`src/sv/olog_pkg.sv`:
```
// ============================================================================
// olog_pkg
// Shared widths, action codes and defaults for the overwriting ring log.
// ============================================================================
`default_nettype none

package olog_pkg;

   // Field widths of the request, response and register
   localparam int ACTION_W = 2;
   localparam int VALUE_W  = 64;
   localparam int COUNT_W  = 8;
   localparam int CAP_W    = 7;

   // Defaults for the top-level parameters
   localparam int DEPTH_DEFAULT      = 64;
   localparam int ENTRY_BITS_DEFAULT = 64;

   // Capacity after reset
   localparam logic [CAP_W-1:0] CAP_RESET = 7'd64;

   // Action codes; the fourth code is unused and ignored
   localparam logic [ACTION_W-1:0] ACT_APPEND = 2'd0;
   localparam logic [ACTION_W-1:0] ACT_REMOVE = 2'd1;
   localparam logic [ACTION_W-1:0] ACT_LIST   = 2'd2;

endpackage

`default_nettype wire

```
`src/sv/olog_if.sv`:
```
// ============================================================================
// olog_if
// Valid/ready channels for request items and response items of the ring log.
// ============================================================================
`default_nettype none

interface olog_req_if;
   import olog_pkg::*;

   logic                valid;
   logic                ready;
   logic [ACTION_W-1:0] action;
   logic [VALUE_W-1:0]  entry_value;
   logic [COUNT_W-1:0]  remove_count;

   modport source (output valid, output action, output entry_value,
                   output remove_count, input ready);
   modport sink   (input valid, input action, input entry_value,
                   input remove_count, output ready);
endinterface

interface olog_rsp_if;
   import olog_pkg::*;

   logic               valid;
   logic               ready;
   logic [VALUE_W-1:0] listed_value;
   logic               last_of_run;

   modport source (output valid, output listed_value, output last_of_run,
                   input ready);
   modport sink   (input valid, input listed_value, input last_of_run,
                   output ready);
endinterface

`default_nettype wire

```
`src/sv/olog_ram.sv`:
```
// ============================================================================
// olog_ram
// Generic single-port-write, single-port-read RAM with registered read data.
// ============================================================================
`default_nettype none

module olog_ram #(
   parameter int WIDTH = 64,
   parameter int DEPTH = 64
) (
   input  wire logic                                   clock,
   input  wire logic                                   wr_en,
   input  wire logic [((DEPTH > 1) ? $clog2(DEPTH) : 1)-1:0] wr_addr,
   input  wire logic [WIDTH-1:0]                       wr_data,
   input  wire logic                                   rd_en,
   input  wire logic [((DEPTH > 1) ? $clog2(DEPTH) : 1)-1:0] rd_addr,
   output      logic [WIDTH-1:0]                       rd_data
);

   logic [WIDTH-1:0] mem_ff [DEPTH];

   // Write on enable; read data holds until the next read
   always_ff @(posedge clock) begin
      if (wr_en) begin
         mem_ff[wr_addr] <= wr_data;
      end
      if (rd_en) begin
         rd_data <= mem_ff[rd_addr];
      end
   end

endmodule

`default_nettype wire

```
`src/sv/overwriting_ring_log_top.sv`:
```
// ============================================================================
// overwriting_ring_log_top
// Ring log keeping the newest entries up to a programmable capacity.
// ============================================================================
//
// Usage:
//   req_ch carries one item per handshake: append (stores entry_value,
//   dropping the oldest entries when the log is at capacity), remove (drops
//   up to remove_count oldest entries) or list (streams every held entry).
//   rsp_ch carries listed entries, oldest first, last_of_run on the newest.
//   Append and remove leave the block idle, so a new item may follow at once.
//   A list keeps the block busy until every held entry has been read: the
//   entry RAM has one read port with registered read data, and each entry is read once.
//   An accepted list is first registered into the list state; the first entry
//   is then read into the RAM read register, which drives rsp_ch; further entries
//   follow one per cycle while rsp_ch.ready stays high.
//   A list on an empty log produces nothing and leaves the block idle.
//   When the receiver stalls, the RAM read register holds the entry on the
//   response and no further read is issued until it is taken.
//   Reset empties the log and sets capacity to 64; the RAM is not cleared,
//   as only written entries are ever read. csr_write_data sets capacity
//   (0 acts as 1, values above DEPTH act as DEPTH); write only when idle.
//
// ============================================================================
`default_nettype none

module overwriting_ring_log_top #(
   parameter int DEPTH      = olog_pkg::DEPTH_DEFAULT,
   parameter int ENTRY_BITS = olog_pkg::ENTRY_BITS_DEFAULT
) (
   input  wire logic                       clock,
   input  wire logic                       reset,
   olog_req_if.sink                        req_ch,
   olog_rsp_if.source                      rsp_ch,
   input  wire logic                       csr_write_en,
   input  wire logic [olog_pkg::CAP_W-1:0] csr_write_data
);

   import olog_pkg::*;

   localparam int IDX_W = (DEPTH > 1) ? $clog2(DEPTH) : 1;
   localparam int CNT_W = $clog2(DEPTH + 1);
   localparam int SUM_W = CNT_W + 1;

   typedef enum logic [0:0] {
      S_IDLE,
      S_LIST
   } state_type;

   // Advance a ring position by n <= DEPTH slots
   function automatic logic [IDX_W-1:0] ring_add(input logic [IDX_W-1:0] pos,
                                                 input logic [CNT_W-1:0] n);
      logic [SUM_W-1:0] sum;
      sum = SUM_W'(pos) + SUM_W'(n);
      if (sum >= SUM_W'(DEPTH)) begin
         sum = sum - SUM_W'(DEPTH);
      end
      return sum[IDX_W-1:0];
   endfunction

   state_type        state_ff, state_in;
   logic [CAP_W-1:0] capacity_ff, capacity_in;
   logic [IDX_W-1:0] oldest_ff, oldest_in;
   logic [CNT_W-1:0] held_ff, held_in;
   logic [IDX_W-1:0] cursor_ff, cursor_in;
   logic [CNT_W-1:0] remain_ff, remain_in;
   logic             rsp_valid_ff, rsp_valid_in;
   logic             last_ff, last_in;

   logic [CNT_W-1:0]      cap_eff;
   logic                  req_fire;
   logic                  issue;
   logic                  wr_en;
   logic [IDX_W-1:0]      wr_addr;
   logic [CNT_W-1:0]      rm_n;
   logic [ENTRY_BITS-1:0] rd_data;

   // Clamp the programmed capacity into 1..DEPTH
   always_comb begin
      if (capacity_ff == '0) begin
         cap_eff = CNT_W'(1);
      end else if (capacity_ff > CAP_W'(DEPTH)) begin
         cap_eff = CNT_W'(DEPTH);
      end else begin
         cap_eff = capacity_ff[CNT_W-1:0];
      end
   end

   assign req_ch.ready = (state_ff == S_IDLE);
   assign req_fire     = req_ch.valid && req_ch.ready;
   assign issue        = (state_ff == S_LIST) && (!rsp_valid_ff || rsp_ch.ready);

   // Clip the remove count to the held count
   always_comb begin
      if (req_ch.remove_count > COUNT_W'(held_ff)) begin
         rm_n = held_ff;
      end else begin
         rm_n = req_ch.remove_count[CNT_W-1:0];
      end
   end

   // Next-state logic: pointer updates and list sequencing
   always_comb begin
      state_in     = state_ff;
      capacity_in  = csr_write_en ? csr_write_data : capacity_ff;
      oldest_in    = oldest_ff;
      held_in      = held_ff;
      cursor_in    = cursor_ff;
      remain_in    = remain_ff;
      last_in      = last_ff;
      rsp_valid_in = rsp_ch.ready ? 1'b0 : rsp_valid_ff;
      wr_en        = 1'b0;
      wr_addr      = ring_add(oldest_ff, held_ff);

      case (state_ff)
         S_IDLE: begin
            if (req_fire) begin
               case (req_ch.action)
                  ACT_APPEND: begin
                     wr_en = 1'b1;
                     if (held_ff >= cap_eff) begin
                        // drop oldest entries so the new one fits
                        oldest_in = ring_add(oldest_ff, held_ff - cap_eff + CNT_W'(1));
                        held_in   = cap_eff;
                     end else begin
                        held_in = held_ff + CNT_W'(1);
                     end
                  end
                  ACT_REMOVE: begin
                     oldest_in = ring_add(oldest_ff, rm_n);
                     held_in   = held_ff - rm_n;
                  end
                  ACT_LIST: begin
                     if (held_ff != '0) begin
                        cursor_in = oldest_ff;
                        remain_in = held_ff;
                        state_in  = S_LIST;
                     end
                  end
                  default: begin
                  end
               endcase
            end
         end
         S_LIST: begin
            if (issue) begin
               cursor_in    = ring_add(cursor_ff, CNT_W'(1));
               remain_in    = remain_ff - CNT_W'(1);
               last_in      = (remain_ff == CNT_W'(1));
               rsp_valid_in = 1'b1;
               if (remain_ff == CNT_W'(1)) begin
                  state_in = S_IDLE;
               end
            end
         end
         default: begin
            state_in = S_IDLE;
         end
      endcase
   end

   // Hold state and registered outputs
   always_ff @(posedge clock) begin
      if (reset) begin
         state_ff     <= S_IDLE;
         capacity_ff  <= CAP_RESET;
         oldest_ff    <= '0;
         held_ff      <= '0;
         cursor_ff    <= '0;
         remain_ff    <= '0;
         rsp_valid_ff <= 1'b0;
         last_ff      <= 1'b0;
      end else begin
         state_ff     <= state_in;
         capacity_ff  <= capacity_in;
         oldest_ff    <= oldest_in;
         held_ff      <= held_in;
         cursor_ff    <= cursor_in;
         remain_ff    <= remain_in;
         rsp_valid_ff <= rsp_valid_in;
         last_ff      <= last_in;
      end
   end

   // Entry store; its read register drives the response payload
   olog_ram #(
      .WIDTH (ENTRY_BITS),
      .DEPTH (DEPTH)
   ) u_entry_ram (
      .clock   (clock),
      .wr_en   (wr_en),
      .wr_addr (wr_addr),
      .wr_data (req_ch.entry_value[ENTRY_BITS-1:0]),
      .rd_en   (issue),
      .rd_addr (cursor_ff),
      .rd_data (rd_data)
   );

   assign rsp_ch.valid        = rsp_valid_ff;
   assign rsp_ch.listed_value = VALUE_W'(rd_data);
   assign rsp_ch.last_of_run  = last_ff;

   // ---------------------------------------------------------------------
   // Assertions
   // ---------------------------------------------------------------------
   a_held_bound: assert property (@(posedge clock) disable iff (reset)
      held_ff <= CNT_W'(DEPTH))
      else $error("held count exceeds depth");

   a_oldest_bound: assert property (@(posedge clock) disable iff (reset)
      oldest_ff < IDX_W'(DEPTH - 1) || oldest_ff == IDX_W'(DEPTH - 1))
      else $error("oldest index outside the ring");

   a_full_append: assert property (@(posedge clock) disable iff (reset)
      (req_fire && req_ch.action == ACT_APPEND && held_ff >= cap_eff)
      |=> held_ff == $past(cap_eff))
      else $error("append on a full log changed the held count");

   a_list_start: assert property (@(posedge clock) disable iff (reset)
      (req_fire && req_ch.action == ACT_LIST && held_ff != '0)
      |=> state_ff == S_LIST && remain_ff == $past(held_ff))
      else $error("list did not start streaming");

   // Reading the newest entry ends the list and flags it
   a_last_done: assert property (@(posedge clock) disable iff (reset)
      (issue && remain_ff == CNT_W'(1))
      |=> state_ff == S_IDLE && remain_ff == '0 && rsp_valid_ff && last_ff)
      else $error("last entry read without ending the list");

endmodule

`default_nettype wire
```
`src/flat_wrapper.sv`:
```
// flat-port wrapper written by rule: the top's interface ports become plain ports
module overwriting_ring_log_top_flat import olog_pkg::*;
#(
   parameter int DEPTH      = olog_pkg::DEPTH_DEFAULT,
   parameter int ENTRY_BITS = olog_pkg::ENTRY_BITS_DEFAULT
)
  (clock, reset, csr_write_en, csr_write_data, req_ch_valid, req_ch_action, req_ch_entry_value, req_ch_remove_count, req_ch_ready, rsp_ch_valid, rsp_ch_listed_value, rsp_ch_last_of_run, rsp_ch_ready);
  olog_req_if req_ch_i ();
  olog_rsp_if rsp_ch_i ();
  input  wire logic clock;
  input  wire logic reset;
  input  wire logic csr_write_en;
  input  wire logic [olog_pkg::CAP_W-1:0] csr_write_data;
  input wire logic [$bits(req_ch_i.valid)-1:0] req_ch_valid;
  input wire logic [$bits(req_ch_i.action)-1:0] req_ch_action;
  input wire logic [$bits(req_ch_i.entry_value)-1:0] req_ch_entry_value;
  input wire logic [$bits(req_ch_i.remove_count)-1:0] req_ch_remove_count;
  output wire logic [$bits(req_ch_i.ready)-1:0] req_ch_ready;
  output wire logic [$bits(rsp_ch_i.valid)-1:0] rsp_ch_valid;
  output wire logic [$bits(rsp_ch_i.listed_value)-1:0] rsp_ch_listed_value;
  output wire logic [$bits(rsp_ch_i.last_of_run)-1:0] rsp_ch_last_of_run;
  input wire logic [$bits(rsp_ch_i.ready)-1:0] rsp_ch_ready;
  assign req_ch_i.valid = req_ch_valid;
  assign req_ch_i.action = req_ch_action;
  assign req_ch_i.entry_value = req_ch_entry_value;
  assign req_ch_i.remove_count = req_ch_remove_count;
  assign req_ch_ready = req_ch_i.ready;
  assign rsp_ch_valid = rsp_ch_i.valid;
  assign rsp_ch_listed_value = rsp_ch_i.listed_value;
  assign rsp_ch_last_of_run = rsp_ch_i.last_of_run;
  assign rsp_ch_i.ready = rsp_ch_ready;
  overwriting_ring_log_top #(.DEPTH(DEPTH), .ENTRY_BITS(ENTRY_BITS)) u_core (.clock(clock), .reset(reset), .req_ch(req_ch_i), .rsp_ch(rsp_ch_i), .csr_write_en(csr_write_en), .csr_write_data(csr_write_data));
endmodule
```
`config.mk`:
```
export PLATFORM = sky130hd
export DESIGN_NAME = overwriting_ring_log_top_flat
export DESIGN_NICKNAME = d
export VERILOG_FILES = /design/src/sv/olog_pkg.sv /design/src/sv/olog_if.sv /design/src/sv/olog_ram.sv /design/src/sv/overwriting_ring_log_top.sv /design/src/flat_wrapper.sv
export SDC_FILE = /design/constraint.sdc
export NUM_CORES = 2
export LEC_CHECK = 0
export ABC_CLOCK_PERIOD_IN_PS = 10000
export CAP_MARGIN = 20
export CORE_AREA = 2 2 735 737
export CTS_BUF_LIST = sky130_fd_sc_hd__clkbuf_8 sky130_fd_sc_hd__clkbuf_16
export DETAILED_ROUTE_END_ITERATION = 8
export DIE_AREA = 0 0 737 739
export DONT_BUFFER_PORTS = 1
export GPL_ROUTABILITY_DRIVEN = 1
export PLACE_DENSITY = 0.48
export SYNTH_ARGS = -nofsm -noshare
export SYNTH_HDL_FRONTEND = slang
export SYNTH_SLANG_ARGS = --single-unit
export TNS_END_PERCENT = 30
```
`constraint.sdc`:
```
create_clock -name clock -period 10 [get_ports clock]
set_input_delay 3 -clock clock [delete_from_list [all_inputs] [get_ports clock]]
set_output_delay 3 -clock clock [all_outputs]
set_load 0.05 [all_outputs]
```
=== Yosys cells after proc, flatten, opt, wreduce, memory -nomap -nowiden ===
Memory sizes are Yosys's and may differ from the RTL's. A register that Yosys moved wholly into a read port is not among the register bits.
Index checks and enable logic that the tools add are counted.

* Bitwise logic cells: 1
* Equality and inequality tests: 8
* Multiplexer cells: 35
* Reduce and logical (&&, ||, !) cells: 12
* Magnitude comparators: 7
* $add $sub $neg: 13

{| class="wikitable"
|+ Operator list
! cell !! count
|-
| two-way mux 7 bit || 8
|-
| two-way mux 6 bit || 9
|-
| case mux 7 bit (2 select lines) || 2
|-
| adder 6 x 7 -> 8 bit || 3
|-
| greater-or-equal comparator 8 x 7 -> 1 bit (second input constant) || 3
|-
| case mux 6 bit (2 select lines) || 2
|-
| subtractor 6 x 1 -> 6 bit (second input constant) || 4
|-
| adder 7 x 1 -> 7 bit (second input constant) || 2
|-
| subtractor 7 bit || 2
|-
| two-way mux 1 bit || 13
|-
| greater-than comparator 8 x 7 -> 1 bit || 1
|-
| != test 2 bit (second input constant) || 4
|-
| AND reduction 4 bit || 2
|-
| adder 6 x 1 -> 7 bit (second input constant) || 1
|-
| == test 7 x 1 -> 1 bit (second input constant) || 1
|-
| greater-or-equal comparator 7 bit || 1
|-
| greater-or-equal comparator 7 bit (second input constant) || 1
|-
| greater-than comparator 7 bit (second input constant) || 1
|-
| logical NOT 7 bit || 1
|-
| nonzero test 7 bit || 1
|-
| subtractor 7 x 1 -> 7 bit (second input constant) || 1
|-
| AND reduction 3 bit || 1
|-
| == test 2 x 1 -> 1 bit (second input constant) || 1
|-
| == test 2 bit (second input constant) || 1
|-
| 9 further kinds || 10
|}

* Output and inout port bits: 67
* Input port bits: 86
* Register bits after elaboration: 36
* Memories: 1
* RAM bits: 4096

{| class="wikitable"
|+ Memories
! memory !! depth !! width !! read ports !! clocked after Yosys merged registers in !! write ports !! RTL line !! RTL
|-
| u_core.u_entry_ram.mem_ff || 64 || 64 || 1 || 1 || 1 || olog_ram.sv:20 || <nowiki>logic [WIDTH-1:0] mem_ff [DEPTH];</nowiki>
|}

=== Logic depth before layout (Yosys ltp) ===
* Word-level depth: 10
* Depth in mapped cells: 19
* Mapped depth without buffers: 18

=== Cells and area by module ===
Synthesis repeated with hierarchy kept, for this count alone.

* Cells, all modules: 6994
* Area, all modules: 160138.6 um^2

{| class="wikitable"
|+ Modules (own cells, without submodules)
! module !! area an instance (um^2) !! times used !! cells each !! sequential area each (um^2)
|-
| olog_ram || 156989.3 || 1 || 6598 || 124919.8
|-
| overwriting_ring_log_top || 3149.3 || 1 || 396 || 720.7
|}

=== Worst setup path after synthesis ===
No wires, ideal clock.

* Path kind: input to register
* Start point: input req_ch_action[1]
* End point: memory u_core.u_entry_ram.mem_ff[15][0] (enable)
* Path slack: 2.796 ns
* Library setup time: 0.487 ns
* Arrival: 6.718 ns
* Required time: 9.513 ns
* Cell stages on the path: 5
* Path through: nand3b_1 -> clkbuf_1 -> nor3b_1 -> nand3_1 -> nor2_1

* Cells in the longest elaborated chain, start to end: 6

{| class="wikitable"
|+ Ends and longest elaborated chain
! item !! RTL line !! RTL
|-
| start: declaration || flat_wrapper.sv:15 || <nowiki>input wire logic [$bits(req_ch_i.action)-1:0] req_ch_action;</nowiki>
|-
| logical NOT 2 bit || overwriting_ring_log_top.sv:118 || <nowiki>case (req_ch.action)</nowiki>
|-
| two-way mux 1 bit || overwriting_ring_log_top.sv:118 ||
|-
| two-way mux 1 bit || overwriting_ring_log_top.sv:117 || <nowiki>if (req_fire) begin</nowiki>
|-
| two-way mux 1 bit || overwriting_ring_log_top.sv:115 || <nowiki>case (state_ff)</nowiki>
|-
| two-way mux 1 bit || olog_ram.sv:24 || <nowiki>if (wr_en) begin</nowiki>
|-
| two-way mux 1 bit (implied by the code) || olog_ram.sv:25 || <nowiki>mem_ff[wr_addr] <= wr_data;</nowiki>
|-
| end: declaration || olog_ram.sv:20 ||
|}

Every way passes these cells.

=== Worst setup path after layout ===
* Start point: input req_ch_action[1]
* End point: memory u_core.u_entry_ram.mem_ff[2][11] (enable)

The elaborated chain is that of the path after synthesis.

==> flow_metrics.tcl <==
set metrics [dict create \
    die_w_microns 737 \
    max-clock-path-buffers 4 \
    start_util 0.300 \
    worstPathMaxFanout 33 \
    slew_headroom 0.198 \
    grt_max_degree 114 \
    drt-total-wl_microns 468000 \
    synth-edff-count 4160 \
    leakage_nw 54.2 \
    overflow 0 \
    critPathMaxStageDelay_ns 0.87 \
    critPathLaunchType "input port" \
    grt_first_pass_wirelength_microns 641000 \
    rows 269 \
    path_common_cell "buf_4" \
    synth_top_area_frac 0.778 \
    whs_ns 0.479 \
    synthTopCellsByCount "4,160 x edfxtp_1, 1,249 x mux4_2, 162 x clkbuf_1" \
    arrival_ns 6.96 \
    crit_family "simple AND/OR/NAND/NOR gates" \
    power.density_nw_per_um2 203 \
    cp-end-kind "flop" \
    syn_to_final_growth_pct 14.8 \
    synth-async-reset-ratio 0 \
    cts_resized 0 \
    yosys-top-cells-area "edfxtp_1 78%, mux4_2 18%, mux2i_1 0.70%" \
    avgSynthCellArea_sq_um 24.4 \
    rsz0062_at_grt "no" \
    drt_iter0_drc 9308 \
    io_pins 153 \
    finClkSkew_ns 0.104 \
    met2_usage 0.266 \
    dpl.hpwl_microns 269000 \
    fin_util 0.344 \
    nets 7035 \
    clkLatencyLatePin_ns 1.01 \
    use_met3 0.0311 \
    clock-root-buffer "clkbuf_16" \
    min_period_ns 6.42 \
    synth.most_common_cell "edfxtp_1" \
    cts_tree "built" \
    postCtsSetupBuffers 0 \
    vias 73627 \
    finalSetupViolations 0 \
    die_y_microns 739 \
    vias_per_cell 5.09 \
    yosys_warnings 0 \
    worst_slew_pin_slew_ns 1.20 \
    drcViolationCount 0 \
    total_power_mw 37.5 \
    path_cells "nand3b_1 -> nor3_2 -> nand3_1 -> nor2_4 -> buf_4 -> buf_4" \
    clkTransAtPathRegs_ns 0.06 \
    peakVddDrop_mv 0.152 \
    antenna_found_initial 55 \
    maxCapViolCount 0 \
    synth_ff_type "edfxtp_1" \
    seq_area_frac_synth 0.782 \
    core_sq_um 536000 \
    slew_viol_final 0 \
    tns_ns 0 \
    path_buf_inv 2 \
    drt-pass1-iter-count 5 \
    grt_pass1_vias 75015 \
    io_buffers 0 \
    netlist_area_sq_um 161000 \
    hold_class "flop to flop" \
    synth.distinct_cells 45 \
    synthCells 6594 \
    cp_data_required_time_ns 10.54 \
    cp_slowest_cell "nor3_2" \
    routabilityCongestion 0.778 \
    numCtsBuffers 440 \
    yosysTopAreaCell "edfxtp_1" \
    yosys_register_bits 4196 \
    design.die.area_sq_um 545000 \
    finalHoldViolations 0 \
    top_usage_layer "met2" \
    ant_nets 0 \
    wl_per_cell_microns 32.3 \
    syn_nets 6726 \
    status "complete, no violations" \
    grt_usage 0.168 \
    met1_usage 0.243 \
    min_period_over_period 0.642 \
    drive_gt1_frac 0.294 \
    worstSetupPathType "input port to flop" \
    clock-sinks 4196 \
    postCtsHoldBufs 0 \
    htreeDepth 5 \
    max_freq_mhz 156 \
]
per-layer routing:
metal | vias to the layer above | wire [microns]
met2 | 2585 | 220000
met3 | 497 | 33000
met4 | 0 | 8400
met1 | 41328 | 206000
li1 | 29217 | -
met5 | - | 0
sequential cells by signal (all words and copies together), names as in the netlist:
name                        count
u_core.rsp_ch.valid             1
u_core.held_ff                  7
u_core.oldest_ff                6
u_core.u_entry_ram.rd_data     64
u_core.cursor_ff                6
u_core.remain_ff                7
u_core.u_entry_ram.mem_ff    4096
u_core.state_ff                 1
u_core.capacity_ff              7
u_core.rsp_ch.last_of_run       1
area by class of cell:
type / count / area, sq um
Clock buffer: 443 / 11100
Multi-Input combinational cell: 2018 / 33900
Sequential cell: 4196 / 126000
Clock inverter: 368 / 2680
Tap cell: 7181 / 8980
Antenna cell: 12 / 30.0
Fill cell: 49372 / 351000
Inverter: 33 / 129
Timing Repair Buffer: 214 / 2000
placed cells by master, fill, tap and decap left out, drive strengths merged, types with 8 or more instances in the layout:
master    synthesis  routed
mux2i           113     113
inv              32     162
o21ai            25      25
a211oi           94      94
a21oi           110     110
clkbuf          162     444
clkinv            1     197
clkinvlp          0      11
bufinv            0      31
xnor2            19      19
nor2            118     118
mux4           1249    1249
nor2b            79      79
nand3            16      16
diode             0      12
nand2            57      57
dfxtp            36      36
ha               41      41
o211ai            8       8
buf             185     213
edfxtp         4160    4160
o22ai            10      10
mux2              9       9
worst register-to-register path, cell delays in order, from the launching register on:
cell,delay (ns)
dfxtp_1,0.58
inv_1,0.80
nand3b_1,0.64
nor3_2,0.88
nand3_1,0.87
nor2_4,0.30
buf_4,0.64
buf_4,0.69
kinds of logic (layout without fill, tap and decap cells):
kind of cell	count (synthesis)	in the layout	share of synthesized area
flops	4196	4196	0.782
mux	1371	1371	0.183
buf+inv	380	1058	0.0103
simple gates	296	296	0.00873
compound gates	279	279	0.0109
fa+ha+maj	46	46	0.00382
xor+xnor	26	26	0.00142
other cells	0	12	0
through the flow:
stage                     cell area, sq um  setup WS (ns)  instances
after floorplan                     161000           2.80       6594
after global placement              171000           2.58      13633
after detailed placement            171000           2.63      13639
after CTS                           184000           3.66      14450
after global routing                184000           3.50      14454
final                               184000           3.58      14465
final timing paths:
check	start	endpoint	slack, ns	cells past startpoint
worst max-delay path	req_ch_action[1]	u_core.u_entry_ram.mem_ff[2][11]	3.58	6
worst min register to register	u_core.remain_ff[1]	u_core.remain_ff[1]	0.48	2
worst max register to register	u_core.state_ff	u_core.u_entry_ram.mem_ff[2][11]	4.05	7
worst min-delay path	u_core.remain_ff[1]	u_core.remain_ff[1]	0.48	2
power breakdown:
group	internal (mW)	leakage, nW	switching [mW]
Combinational	0.923	9.33	1.33
Clock	8.82	7.17	6.87
Sequential	19.4	37.7	0.116
(Power assumes the default switching activity.)
